**src/rtl/core/tmco_pkg.sv**
```systemverilog
// Package: shared types and constants of the tent-map oscillator.
`default_nettype none
package tmco_pkg;

  // Operation codes of the shared iterative unit
  typedef enum logic [1:0] {
    ALU_MUL,
    ALU_DIV,
    ALU_SQRT
  } alu_op_t;

  typedef struct packed {
    logic    start;
    alu_op_t op;
  } alu_cmd_t;

  typedef struct packed {
    logic busy;
    logic done;
  } alu_stat_t;

  typedef enum logic [3:0] {
    ST_IDLE,
    ST_SEG,
    ST_DIV,
    ST_DIV_WAIT,
    ST_CURVE,
    ST_POW,
    ST_POW_WAIT,
    ST_FRAC,
    ST_SQ_WAIT,
    ST_FMUL,
    ST_FMUL_WAIT,
    ST_MAG,
    ST_MAG_WAIT,
    ST_EMIT
  } seq_state_t;

  localparam logic [0:0]  REG_SAMPLE_RATE   = 1'b0;
  localparam logic [18:0] SAMPLE_RATE_RESET = 19'd48000;
  localparam logic [17:0] COEF_TWO          = 18'd131072;
  localparam logic [17:0] COEF_ONE          = 18'd65536;
  localparam logic [16:0] COEF_MAX          = 17'd131065;
  localparam logic [15:0] EXP_ONE           = 16'd4096;
  localparam int          OUT_FRAC          = 22;
  localparam int          OUT_MAX           = 8388607;
  localparam int          OUT_MIN           = -8388608;

endpackage
`default_nettype wire

```
**src/rtl/core/tmco_alu.sv**
```systemverilog
// Shared iterative unit: shift-add multiply, restoring divide, digit-by-digit square root.
`default_nettype none
module tmco_alu #(
  parameter int FRAC_BITS = 22,
  localparam int W = 2 * FRAC_BITS + 19
) (
  input  wire logic               clk,
  input  wire logic               rst,
  input  wire tmco_pkg::alu_cmd_t cmd,
  input  wire logic [W-1:0]       opa,
  input  wire logic [W-1:0]       opb,
  output logic [W-1:0]            result,
  output tmco_pkg::alu_stat_t     stat
);
  import tmco_pkg::*;

  localparam int PW = FRAC_BITS + 2;
  localparam int DL = FRAC_BITS + 16;
  localparam int RL = FRAC_BITS + 1;
  localparam int CW = $clog2(DL + 1);

  alu_op_t        op_q;
  logic           busy;
  logic           done;
  logic [CW-1:0]  cnt;
  logic [W-1:0]   src;
  logic [W-1:0]   acc;
  logic [W-1:0]   quo;
  logic [W-1:0]   mcand;
  logic [W-1:0]   x;
  logic [W-1:0]   y;
  logic           sub;
  logic [W:0]     sum;
  logic           ge;

  // one adder serves every step; with sub set its carry is x >= y
  always_comb begin
    unique case (op_q)
      ALU_MUL: begin
        x   = {acc[W-2:0], 1'b0};
        y   = src[W-1] ? mcand : '0;
        sub = 1'b0;
      end
      ALU_DIV: begin
        x   = {acc[W-2:0], src[W-1]};
        y   = mcand;
        sub = 1'b1;
      end
      ALU_SQRT: begin
        x   = {acc[W-3:0], src[W-1:W-2]};
        y   = {quo[W-3:0], 2'b01};
        sub = 1'b1;
      end
      default: begin
        x   = '0;
        y   = '0;
        sub = 1'b0;
      end
    endcase
    sum = {1'b0, x} + {1'b0, (sub ? ~y : y)} + {{W{1'b0}}, sub};
    ge  = sum[W];
  end

  always_ff @(posedge clk) begin
    if (rst) begin
      busy <= 1'b0;
      done <= 1'b0;
      cnt  <= '0;
      op_q <= ALU_MUL;
    end else begin
      done <= 1'b0;
      if (cmd.start && !busy) begin
        busy <= 1'b1;
        op_q <= cmd.op;
        unique case (cmd.op)
          ALU_MUL:  cnt <= CW'(PW);
          ALU_DIV:  cnt <= CW'(DL);
          ALU_SQRT: cnt <= CW'(RL);
          default:  cnt <= CW'(PW);
        endcase
      end else if (busy) begin
        cnt <= cnt - 1'b1;
        if (cnt == CW'(1)) begin
          busy <= 1'b0;
          done <= 1'b1;
        end
      end
    end
  end

  always_ff @(posedge clk) begin
    if (cmd.start && !busy) begin
      acc   <= '0;
      quo   <= '0;
      mcand <= opb;
      unique case (cmd.op)
        ALU_MUL:  src <= opa << (W - PW);
        ALU_DIV:  src <= opa << (W - DL);
        ALU_SQRT: src <= opa << (W - 2 * RL);
        default:  src <= opa;
      endcase
    end else if (busy) begin
      unique case (op_q)
        ALU_MUL: begin
          acc <= sum[W-1:0];
          src <= src << 1;
        end
        ALU_DIV: begin
          acc <= ge ? sum[W-1:0] : x;
          quo <= {quo[W-2:0], ge};
          src <= src << 1;
        end
        ALU_SQRT: begin
          acc <= ge ? sum[W-1:0] : x;
          quo <= {quo[W-2:0], ge};
          src <= src << 2;
        end
        default: ;
      endcase
    end
  end

  assign result    = (op_q == ALU_MUL) ? (acc >> FRAC_BITS) : quo;
  assign stat.busy = busy;
  assign stat.done = done;

endmodule
`default_nettype wire

```
**src/rtl/core/tent_map_chaotic_oscillator.sv**
```systemverilog
// Top level: tent-map chaotic oscillator with sequencer and configuration port.
`default_nettype none
// One beat on the item channel yields one beat on the sample channel. Each item
// is worked by a small sequencer around a single iterative unit that does a
// shift-add multiply (FRAC_BITS+2 steps), a restoring divide (FRAC_BITS+16
// steps) or a square root (FRAC_BITS+1 steps), and the block is not ready while
// it runs. The phase-step divide is skipped for a zero frequency. An exponent of
// exactly 0 or 1.0 needs no further steps; any other exponent adds a multiply
// per unit of its integer part, a square root per fractional position down to
// its lowest set bit, and a multiply per set fractional bit. A finished sample
// is held in an output register, so the next item is taken while it waits; the
// sequencer only stalls if a second sample is ready before the first is taken.
// The single register, sample_rate, sits at byte address 0 and resets to 48000;
// write it only while the block is idle.
module tent_map_chaotic_oscillator #(
  parameter int FRAC_BITS = 22
) (
  input  wire logic        clk,
  input  wire logic        rst,
  input  wire logic        item_valid,
  output logic             item_ready,
  input  wire logic [23:0] freq_hz,
  input  wire logic [17:0] tent_coef,
  input  wire logic [15:0] curve_exp,
  output logic             sample_valid,
  input  wire logic        sample_ready,
  output logic [23:0]      sample,
  input  wire logic        psel,
  input  wire logic        penable,
  input  wire logic        pwrite,
  input  wire logic [2:0]  paddr,
  input  wire logic [31:0] pwdata,
  output logic [31:0]      prdata,
  output logic             pready
);
  import tmco_pkg::*;

  localparam int W    = 2 * FRAC_BITS + 19;
  localparam int PW   = FRAC_BITS + 2;      // phase reaches 2.0
  localparam int VW   = FRAC_BITS + 1;      // segment end points stay below 1.0
  localparam int RW   = FRAC_BITS + 17;     // curve may grow to 2^16
  localparam int SUMW = RW + 2;
  localparam int OW   = SUMW + 10;
  localparam int LSH  = (FRAC_BITS < OUT_FRAC) ? OUT_FRAC - FRAC_BITS : 0;
  localparam int RSH  = (FRAC_BITS > OUT_FRAC) ? FRAC_BITS - OUT_FRAC : 0;
  localparam longint unsigned ONE_L  = 64'd1 << FRAC_BITS;
  localparam longint unsigned INIT_V = (ONE_L * 4) / 5;
  localparam longint unsigned INIT_P = (ONE_L * 11) / 10;
  localparam logic [VW-1:0] ONE_V  = VW'(ONE_L);
  localparam logic [VW-1:0] HALF_V = VW'(ONE_L / 2);
  localparam logic [PW-1:0] ONE_P  = PW'(ONE_L);

  // ---------------------------------------------------------------- config
  logic [18:0] sample_rate;

  assign pready = 1'b1;
  assign prdata = (paddr[2] == REG_SAMPLE_RATE) ? 32'(sample_rate) : 32'd0;

  always_ff @(posedge clk) begin
    if (rst) begin
      sample_rate <= SAMPLE_RATE_RESET;
    end else if (psel && penable && pwrite && pready && (paddr[2] == REG_SAMPLE_RATE)) begin
      sample_rate <= pwdata[18:0];
    end
  end

  // ---------------------------------------------------------------- state
  seq_state_t     state;
  seq_state_t     state_next;
  alu_cmd_t       alu_cmd;
  alu_stat_t      alu_stat;
  logic [W-1:0]   alu_a;
  logic [W-1:0]   alu_b;
  logic [W-1:0]   alu_res;

  logic [23:0]    freq_q;
  logic [17:0]    coef_q;
  logic [15:0]    exp_q;
  logic [VW-1:0]  next_value;
  logic [VW-1:0]  previous_value;
  logic [PW-1:0]  phase;
  logic [15:0]    held_exponent;
  logic [RW-1:0]  curve;
  logic [PW-1:0]  root;
  logic [3:0]     pow_left;
  logic [11:0]    frac_left;
  logic [RW-1:0]  mag;

  // ---------------------------------------------------------------- segment maths
  logic [16:0]          coef_cl;
  logic [VW-1:0]        tent_x;
  logic [VW+16:0]       tent_prod;
  logic [VW-1:0]        tent_next;
  logic signed [VW:0]   gap;
  logic                 gap_neg;
  logic [VW-1:0]        gap_mag;
  logic [W-1:0]         step_sat;

  always_comb begin
    priority if (coef_q >= COEF_TWO) coef_cl = COEF_MAX;
    else if (coef_q < COEF_ONE)      coef_cl = COEF_ONE[16:0];
    else                             coef_cl = coef_q[16:0];

    // fold the upper half of the map onto 1 - x
    if (next_value >= HALF_V) begin
      tent_x = (next_value <= ONE_V) ? ONE_V - next_value : '0;
    end else begin
      tent_x = next_value;
    end
    tent_prod = (VW + 17)'(coef_cl) * (VW + 17)'(tent_x);
    tent_next = VW'(tent_prod >> 16);

    // the gap is always next minus previous, so derive it rather than store it
    gap     = $signed({1'b0, next_value}) - $signed({1'b0, previous_value});
    gap_neg = gap[VW];
    gap_mag = gap_neg ? VW'(-gap) : gap[VW-1:0];

    step_sat = (alu_res > W'(ONE_L)) ? W'(ONE_L) : alu_res;
  end

  // ---------------------------------------------------------------- output maths
  logic signed [SUMW-1:0] prev_s;
  logic signed [SUMW-1:0] mag_s;
  logic signed [SUMW-1:0] sum_s;
  logic signed [OW-1:0]   out_w;
  logic [23:0]            sample_next;

  always_comb begin
    prev_s = $signed(SUMW'(previous_value));
    mag_s  = $signed(SUMW'(mag));
    sum_s  = gap_neg ? prev_s - mag_s : prev_s + mag_s;
    // rescale to 22 fraction bits; arithmetic shift rounds towards minus infinity
    out_w  = (OW'(sum_s) <<< LSH) >>> RSH;
    priority if (out_w > OW'(OUT_MAX)) sample_next = 24'h7FFFFF;
    else if (out_w < OW'(OUT_MIN))     sample_next = 24'h800000;
    else                               sample_next = out_w[23:0];
  end

  // ---------------------------------------------------------------- sequencer
  always_ff @(posedge clk) begin
    if (rst) begin
      state <= ST_IDLE;
    end else begin
      state <= state_next;
    end
  end

  always_comb begin
    state_next    = state;
    alu_cmd.start = 1'b0;
    alu_cmd.op    = ALU_MUL;
    alu_a         = '0;
    alu_b         = '0;
    item_ready    = 1'b0;
    unique case (state)
      ST_IDLE: begin
        item_ready = 1'b1;
        if (item_valid) state_next = ST_SEG;
      end
      ST_SEG: state_next = ST_DIV;
      ST_DIV: begin
        if (freq_q == 24'd0) begin
          state_next = ST_CURVE;
        end else if (!alu_stat.busy) begin
          alu_cmd.start = 1'b1;
          alu_cmd.op    = ALU_DIV;
          alu_a         = W'(freq_q) << (FRAC_BITS - 8);
          alu_b         = W'(sample_rate);
          state_next    = ST_DIV_WAIT;
        end
      end
      ST_DIV_WAIT: if (alu_stat.done) state_next = ST_CURVE;
      ST_CURVE: begin
        if (held_exponent == 16'd0 || held_exponent == EXP_ONE) state_next = ST_MAG;
        else                                                   state_next = ST_POW;
      end
      ST_POW: begin
        if (pow_left == 4'd0) begin
          state_next = ST_FRAC;
        end else if (!alu_stat.busy) begin
          alu_cmd.start = 1'b1;
          alu_a         = W'(phase);
          alu_b         = W'(curve);
          state_next    = ST_POW_WAIT;
        end
      end
      ST_POW_WAIT: if (alu_stat.done) state_next = ST_POW;
      ST_FRAC: begin
        if (frac_left == 12'd0) begin
          state_next = ST_MAG;
        end else if (!alu_stat.busy) begin
          alu_cmd.start = 1'b1;
          alu_cmd.op    = ALU_SQRT;
          alu_a         = W'(root) << FRAC_BITS;
          state_next    = ST_SQ_WAIT;
        end
      end
      ST_SQ_WAIT: begin
        if (alu_stat.done) state_next = frac_left[11] ? ST_FMUL : ST_FRAC;
      end
      ST_FMUL: begin
        if (!alu_stat.busy) begin
          alu_cmd.start = 1'b1;
          alu_a         = W'(root);
          alu_b         = W'(curve);
          state_next    = ST_FMUL_WAIT;
        end
      end
      ST_FMUL_WAIT: if (alu_stat.done) state_next = ST_FRAC;
      ST_MAG: begin
        if (!alu_stat.busy) begin
          alu_cmd.start = 1'b1;
          alu_a         = W'(gap_mag);
          alu_b         = W'(curve);
          state_next    = ST_MAG_WAIT;
        end
      end
      ST_MAG_WAIT: if (alu_stat.done) state_next = ST_EMIT;
      ST_EMIT: if (!sample_valid || sample_ready) state_next = ST_IDLE;
      default: state_next = ST_IDLE;
    endcase
  end

  // segment state and output valid
  always_ff @(posedge clk) begin
    if (rst) begin
      next_value     <= VW'(INIT_V);
      previous_value <= VW'(INIT_V);
      phase          <= PW'(INIT_P);
      held_exponent  <= '0;
      sample_valid   <= 1'b0;
    end else begin
      if (state == ST_SEG && phase > ONE_P) begin
        // start a new segment
        phase          <= '0;
        previous_value <= next_value;
        next_value     <= tent_next;
        held_exponent  <= exp_q;
      end
      if (state == ST_DIV_WAIT && alu_stat.done) begin
        phase <= phase + step_sat[PW-1:0];
      end
      if (state == ST_EMIT && (!sample_valid || sample_ready)) begin
        sample_valid <= 1'b1;
      end else if (sample_ready) begin
        sample_valid <= 1'b0;
      end
    end
  end

  // working registers
  always_ff @(posedge clk) begin
    if (state == ST_IDLE && item_valid) begin
      freq_q <= freq_hz;
      coef_q <= tent_coef;
      exp_q  <= curve_exp;
    end
    if (state == ST_CURVE) begin
      if (held_exponent == 16'd0) begin
        curve <= '0;
      end else if (held_exponent == EXP_ONE) begin
        curve <= RW'(phase);
      end else begin
        curve <= RW'(ONE_L);
      end
      pow_left  <= held_exponent[15:12];
      frac_left <= held_exponent[11:0];
      root      <= phase;
    end
    if (state == ST_POW_WAIT && alu_stat.done) begin
      curve    <= alu_res[RW-1:0];
      pow_left <= pow_left - 1'b1;
    end
    if (state == ST_SQ_WAIT && alu_stat.done) begin
      root <= alu_res[PW-1:0];
      if (!frac_left[11]) frac_left <= frac_left << 1;
    end
    if (state == ST_FMUL_WAIT && alu_stat.done) begin
      curve     <= alu_res[RW-1:0];
      frac_left <= frac_left << 1;
    end
    if (state == ST_MAG_WAIT && alu_stat.done) begin
      mag <= alu_res[RW-1:0];
    end
    if (state == ST_EMIT && (!sample_valid || sample_ready)) begin
      sample <= sample_next;
    end
  end

  tmco_alu #(
    .FRAC_BITS (FRAC_BITS)
  ) u_alu (
    .clk    (clk),
    .rst    (rst),
    .cmd    (alu_cmd),
    .opa    (alu_a),
    .opb    (alu_b),
    .result (alu_res),
    .stat   (alu_stat)
  );

endmodule
`default_nettype wire

```
**config.mk**
```make
export PLATFORM = sky130hd
export DESIGN_NAME = tent_map_chaotic_oscillator
export DESIGN_NICKNAME = d
export VERILOG_FILES = /design/src/rtl/core/tmco_pkg.sv /design/src/rtl/core/tmco_alu.sv /design/src/rtl/core/tent_map_chaotic_oscillator.sv
export SDC_FILE = /design/constraint.sdc
export NUM_CORES = 2
export LEC_CHECK = 0
export ABC_AREA = 1
export CELL_PAD_IN_SITES_DETAIL_PLACEMENT = 2
export CELL_PAD_IN_SITES_GLOBAL_PLACEMENT = 2
export CORE_MARGIN = 3
export CORE_UTILIZATION = 35
export CTS_BUF_LIST = sky130_fd_sc_hd__clkbuf_8
export DETAILED_ROUTE_END_ITERATION = 16
export DONT_BUFFER_PORTS = 1
export MAX_ROUTING_LAYER = met4
export PLACE_DENSITY_LB_ADDON = 0.1
export SETUP_SLACK_MARGIN = 0.15
export SLEW_MARGIN = 20
export SYNTH_ARGS = -nofsm -noshare
export SYNTH_HDL_FRONTEND = slang
export SYNTH_SLANG_ARGS = --single-unit
```
**constraint.sdc**
```tcl
create_clock -name clk -period 7.8 [get_ports clk]
set_input_delay 0.78 -clock clk [delete_from_list [all_inputs] [get_ports clk]]
set_output_delay 0.78 -clock clk [all_outputs]
set_load 0.005 [all_outputs]
```
==> flow_summary.yaml <==
run_status:
  status: "finished, violations left"
  violations: "setup timing"
critical_path:
  critPathSlowestCell: "fa_1"
  cpPeakStageDelay_ns: 0.61
  endpoint_kind: "register"
  start_kind: "register"
  cp.arrival_ns: 9.04
  crit_fanout: 11
  critPathMostFrequentCell: "fa_1"
  timing_worst_setup_path_type: "reg2reg"
  required_ns: 8.49
floorplan:
  dieArea_mm2: 0.152
  num_io_pins: 159
  die_w_um: 390
  start_util_pct: 35.3
  rows: 140
  chipHeight_um: 390
  core_mm2: 0.146
timing:
  maxSlewHeadroom_pct: 28.6
  setup_ws_ns: -0.547
  period_needed_ns: 8.35
  hold_viol_final: 0
  grt_setup_unrepaired: "true"
  tightest_slew_ns: 1.06
  slew_viol_final: 0
  setup_viol: 16
  fmax_mhz: 120
  skew_ns: 0.0967
  fin_crit_sh_pct: 107
synth:
  synth_area_mm2: 0.0515
  yosys-top-cells-area: "edfxtp_1 17%, nand2_1 13%, fa_1 12%"
  synth-edff-count: 290
  synth_warnings: 0
  synth_top_area_share_pct: 16.9
  async_flop_share_pct: 0
  synth-seq-area-share_pct: 26.9
  synth-main-ff-cell: "edfxtp_1"
  yosys.cell_types.count: 72
  yosysTopAreaCell: "edfxtp_1"
  syn_inst: 7290
  ys_ff_latch: 548
  syn_avg_cell_area_um2: 7.07
route:
  drtPass1Iterations: 5
  antenna_left: 0
  drt-total-wl_um: 244000
  avgViaCountPerCell: 5.47
  route.detailed.drc: 0
  wl_per_cell_um: 25.6
  drt_iter0_drc: 3133
  vias: 52186
global_routing:
  grt_usage_pct: 31.4
  antenna_found_initial: 5
  grt-ovfl-total: 0
  grt_pass1_wl_um: 354000
  first_global_vias: 56241
  grt_max_degree: 89
cts:
  cts_htree_levels: 3
  cts_tree: "done"
  clock-sinks: 548
  numCtsBuffers: 109
  path_clk_slew_ns: 0.08
  clk-insertion-delay-late_ns: 0.89
  clk_path_buf_depth: 3
  root_buffer: "clkbuf_8"
placed_design:
  dp_hpwl_um: 180000
  gp_congestion: 0.930
  dp_slack_ns: -0.586
  io_buffers: 0
cells_and_area:
  layout-drive-gt1-share_pct: 10.3
  nFillCells: 17190
  final_core_util_pct: 40.7
  final_nets: 8213
  final_common_cell: "nand2_1"
  layout_common_cells: "1,774 x nand2_1, 1,222 x inv_1, 618 x nor2_1, 506 x a21oi_1, 424 x nand3_1"
  syn2layout_area_growth_pct: 15.4
flow_run:
  maxCapViolCount: 0
hold_path:
  hp-class: "in2reg"
[synthesized netlist by cell type, drive strengths merged, types with 42 or more instances]
master	count
xor2	151
o211ai	69
nand2	1825
buf	102
clkbuf	192
fa	316
edfxtp	290
o22ai	54
nand4	63
ha	277
nand3	434
a21oi	535
a32oi	42
inv	1237
nor2	668
o21ai	403
nor3	67
dfxtp	258
[per-stage QoR]
step	hold slack [ns]	instance area [um^2]	TNS, ns	cells
2_1_floorplan	0.441	51600	0	7302
3_3_place_gp	0.450	54800	-1.27	9183
3_5_place_dp	0.458	54800	-3.62	9183
4_1_cts	0.00412	58700	0	9502
5_1_grt	0.0297	59500	-9.12	9536
6_report	0.0852	59500	-4.85	9537
[metal layers]
layer | global-route usage, % | routed length (um) | vias to the layer above
met2 | 50.8 | 114000 | 1329
li1 | - | - | 23890
met3 | 4.84 | 12700 | 509
met1 | 40.0 | 106000 | 26458
met5 | - | 0 | -
met4 | 10.9 | 10900 | 0
[cell families after synthesis]
group | count (synthesis) | synth area share (%)
DFF | 548 | 26.9
adders and majority gates | 593 | 19.0
buffers and inverters | 1548 | 11.7
AOI/OAI and AO/OA | 1263 | 13.9
and+or+nand+nor | 3158 | 25.4
muxes | 4 | 0.0801
other | 2 | 0.0146
xor gates and xnor gates | 174 | 2.96
[worst max-delay path: cells and delay by family (launching register included)]
kind,cells,cell delay (ns)
AND/OR/NAND/NOR,13,2.08
buffers and inverters,10,1.24
AO/OA/AOI/OAI,6,0.94
adder cells (fa/ha/maj),8,3.48
flip-flops,1,0.37
[worst paths after layout]
| kind | startpoint | endpoint | slack, ns | depth (start not counted) |
|---|---|---|---|---|
| worst max-delay path | next_value[0] | next_value[13] | -0.55 | 37 |
| worst min-delay path | pwdata[11] | sample_rate[11] | 0.09 | 2 |
| worst max register to register | next_value[0] | next_value[13] | -0.55 | 37 |
| worst min register to register | u_alu.quo[62] | u_alu.quo[62] | 0.46 | 2 |
[final cells by class]
type | instances | area (um^2) | area share [%]
Multi-Input combinational cell | 5206 | 32700 | 55.0
Sequential cell | 548 | 13900 | 23.3
Inverter | 1254 | 4750 | 7.99
Timing Repair Buffer | 400 | 3420 | 5.76
Tap cell | 1917 | 2400 | 4.03
Clock buffer | 127 | 1750 | 2.94
Clock inverter | 81 | 531 | 0.892
Timing Repair inverter | 1 | 7.51 | 0.0126
Antenna cell | 3 | 7.51 | 0.0126
[flip-flops by register name, summed over array words and instances (netlist names), 18 cells and up]
| register | count |
|---|---|
| u_alu.acc | 63 |
| sample_rate | 19 |
| coef_q | 18 |
| previous_value | 23 |
| next_value | 23 |
| u_alu.quo | 63 |
| curve | 39 |
| freq_q | 24 |
| u_alu.src | 63 |
| phase | 24 |
| sample | 24 |
| mag | 39 |
| u_alu.mcand | 39 |
| root | 24 |
[what timing repair did]
item / in CTS / in global routing
cloned: 2 / 0
endpoints found under the setup margin: 20 / 23
hold buffers: 67 / 0
setup buffers: 42 / 32
pin swaps: 97 / 88
resized for setup: 157 / 129
hold endpoints to repair: 92 / 0
Power is left out: the tool's default activity adds up to more than one toggle a clock period on the data nets, which glitch-free logic cannot reach.
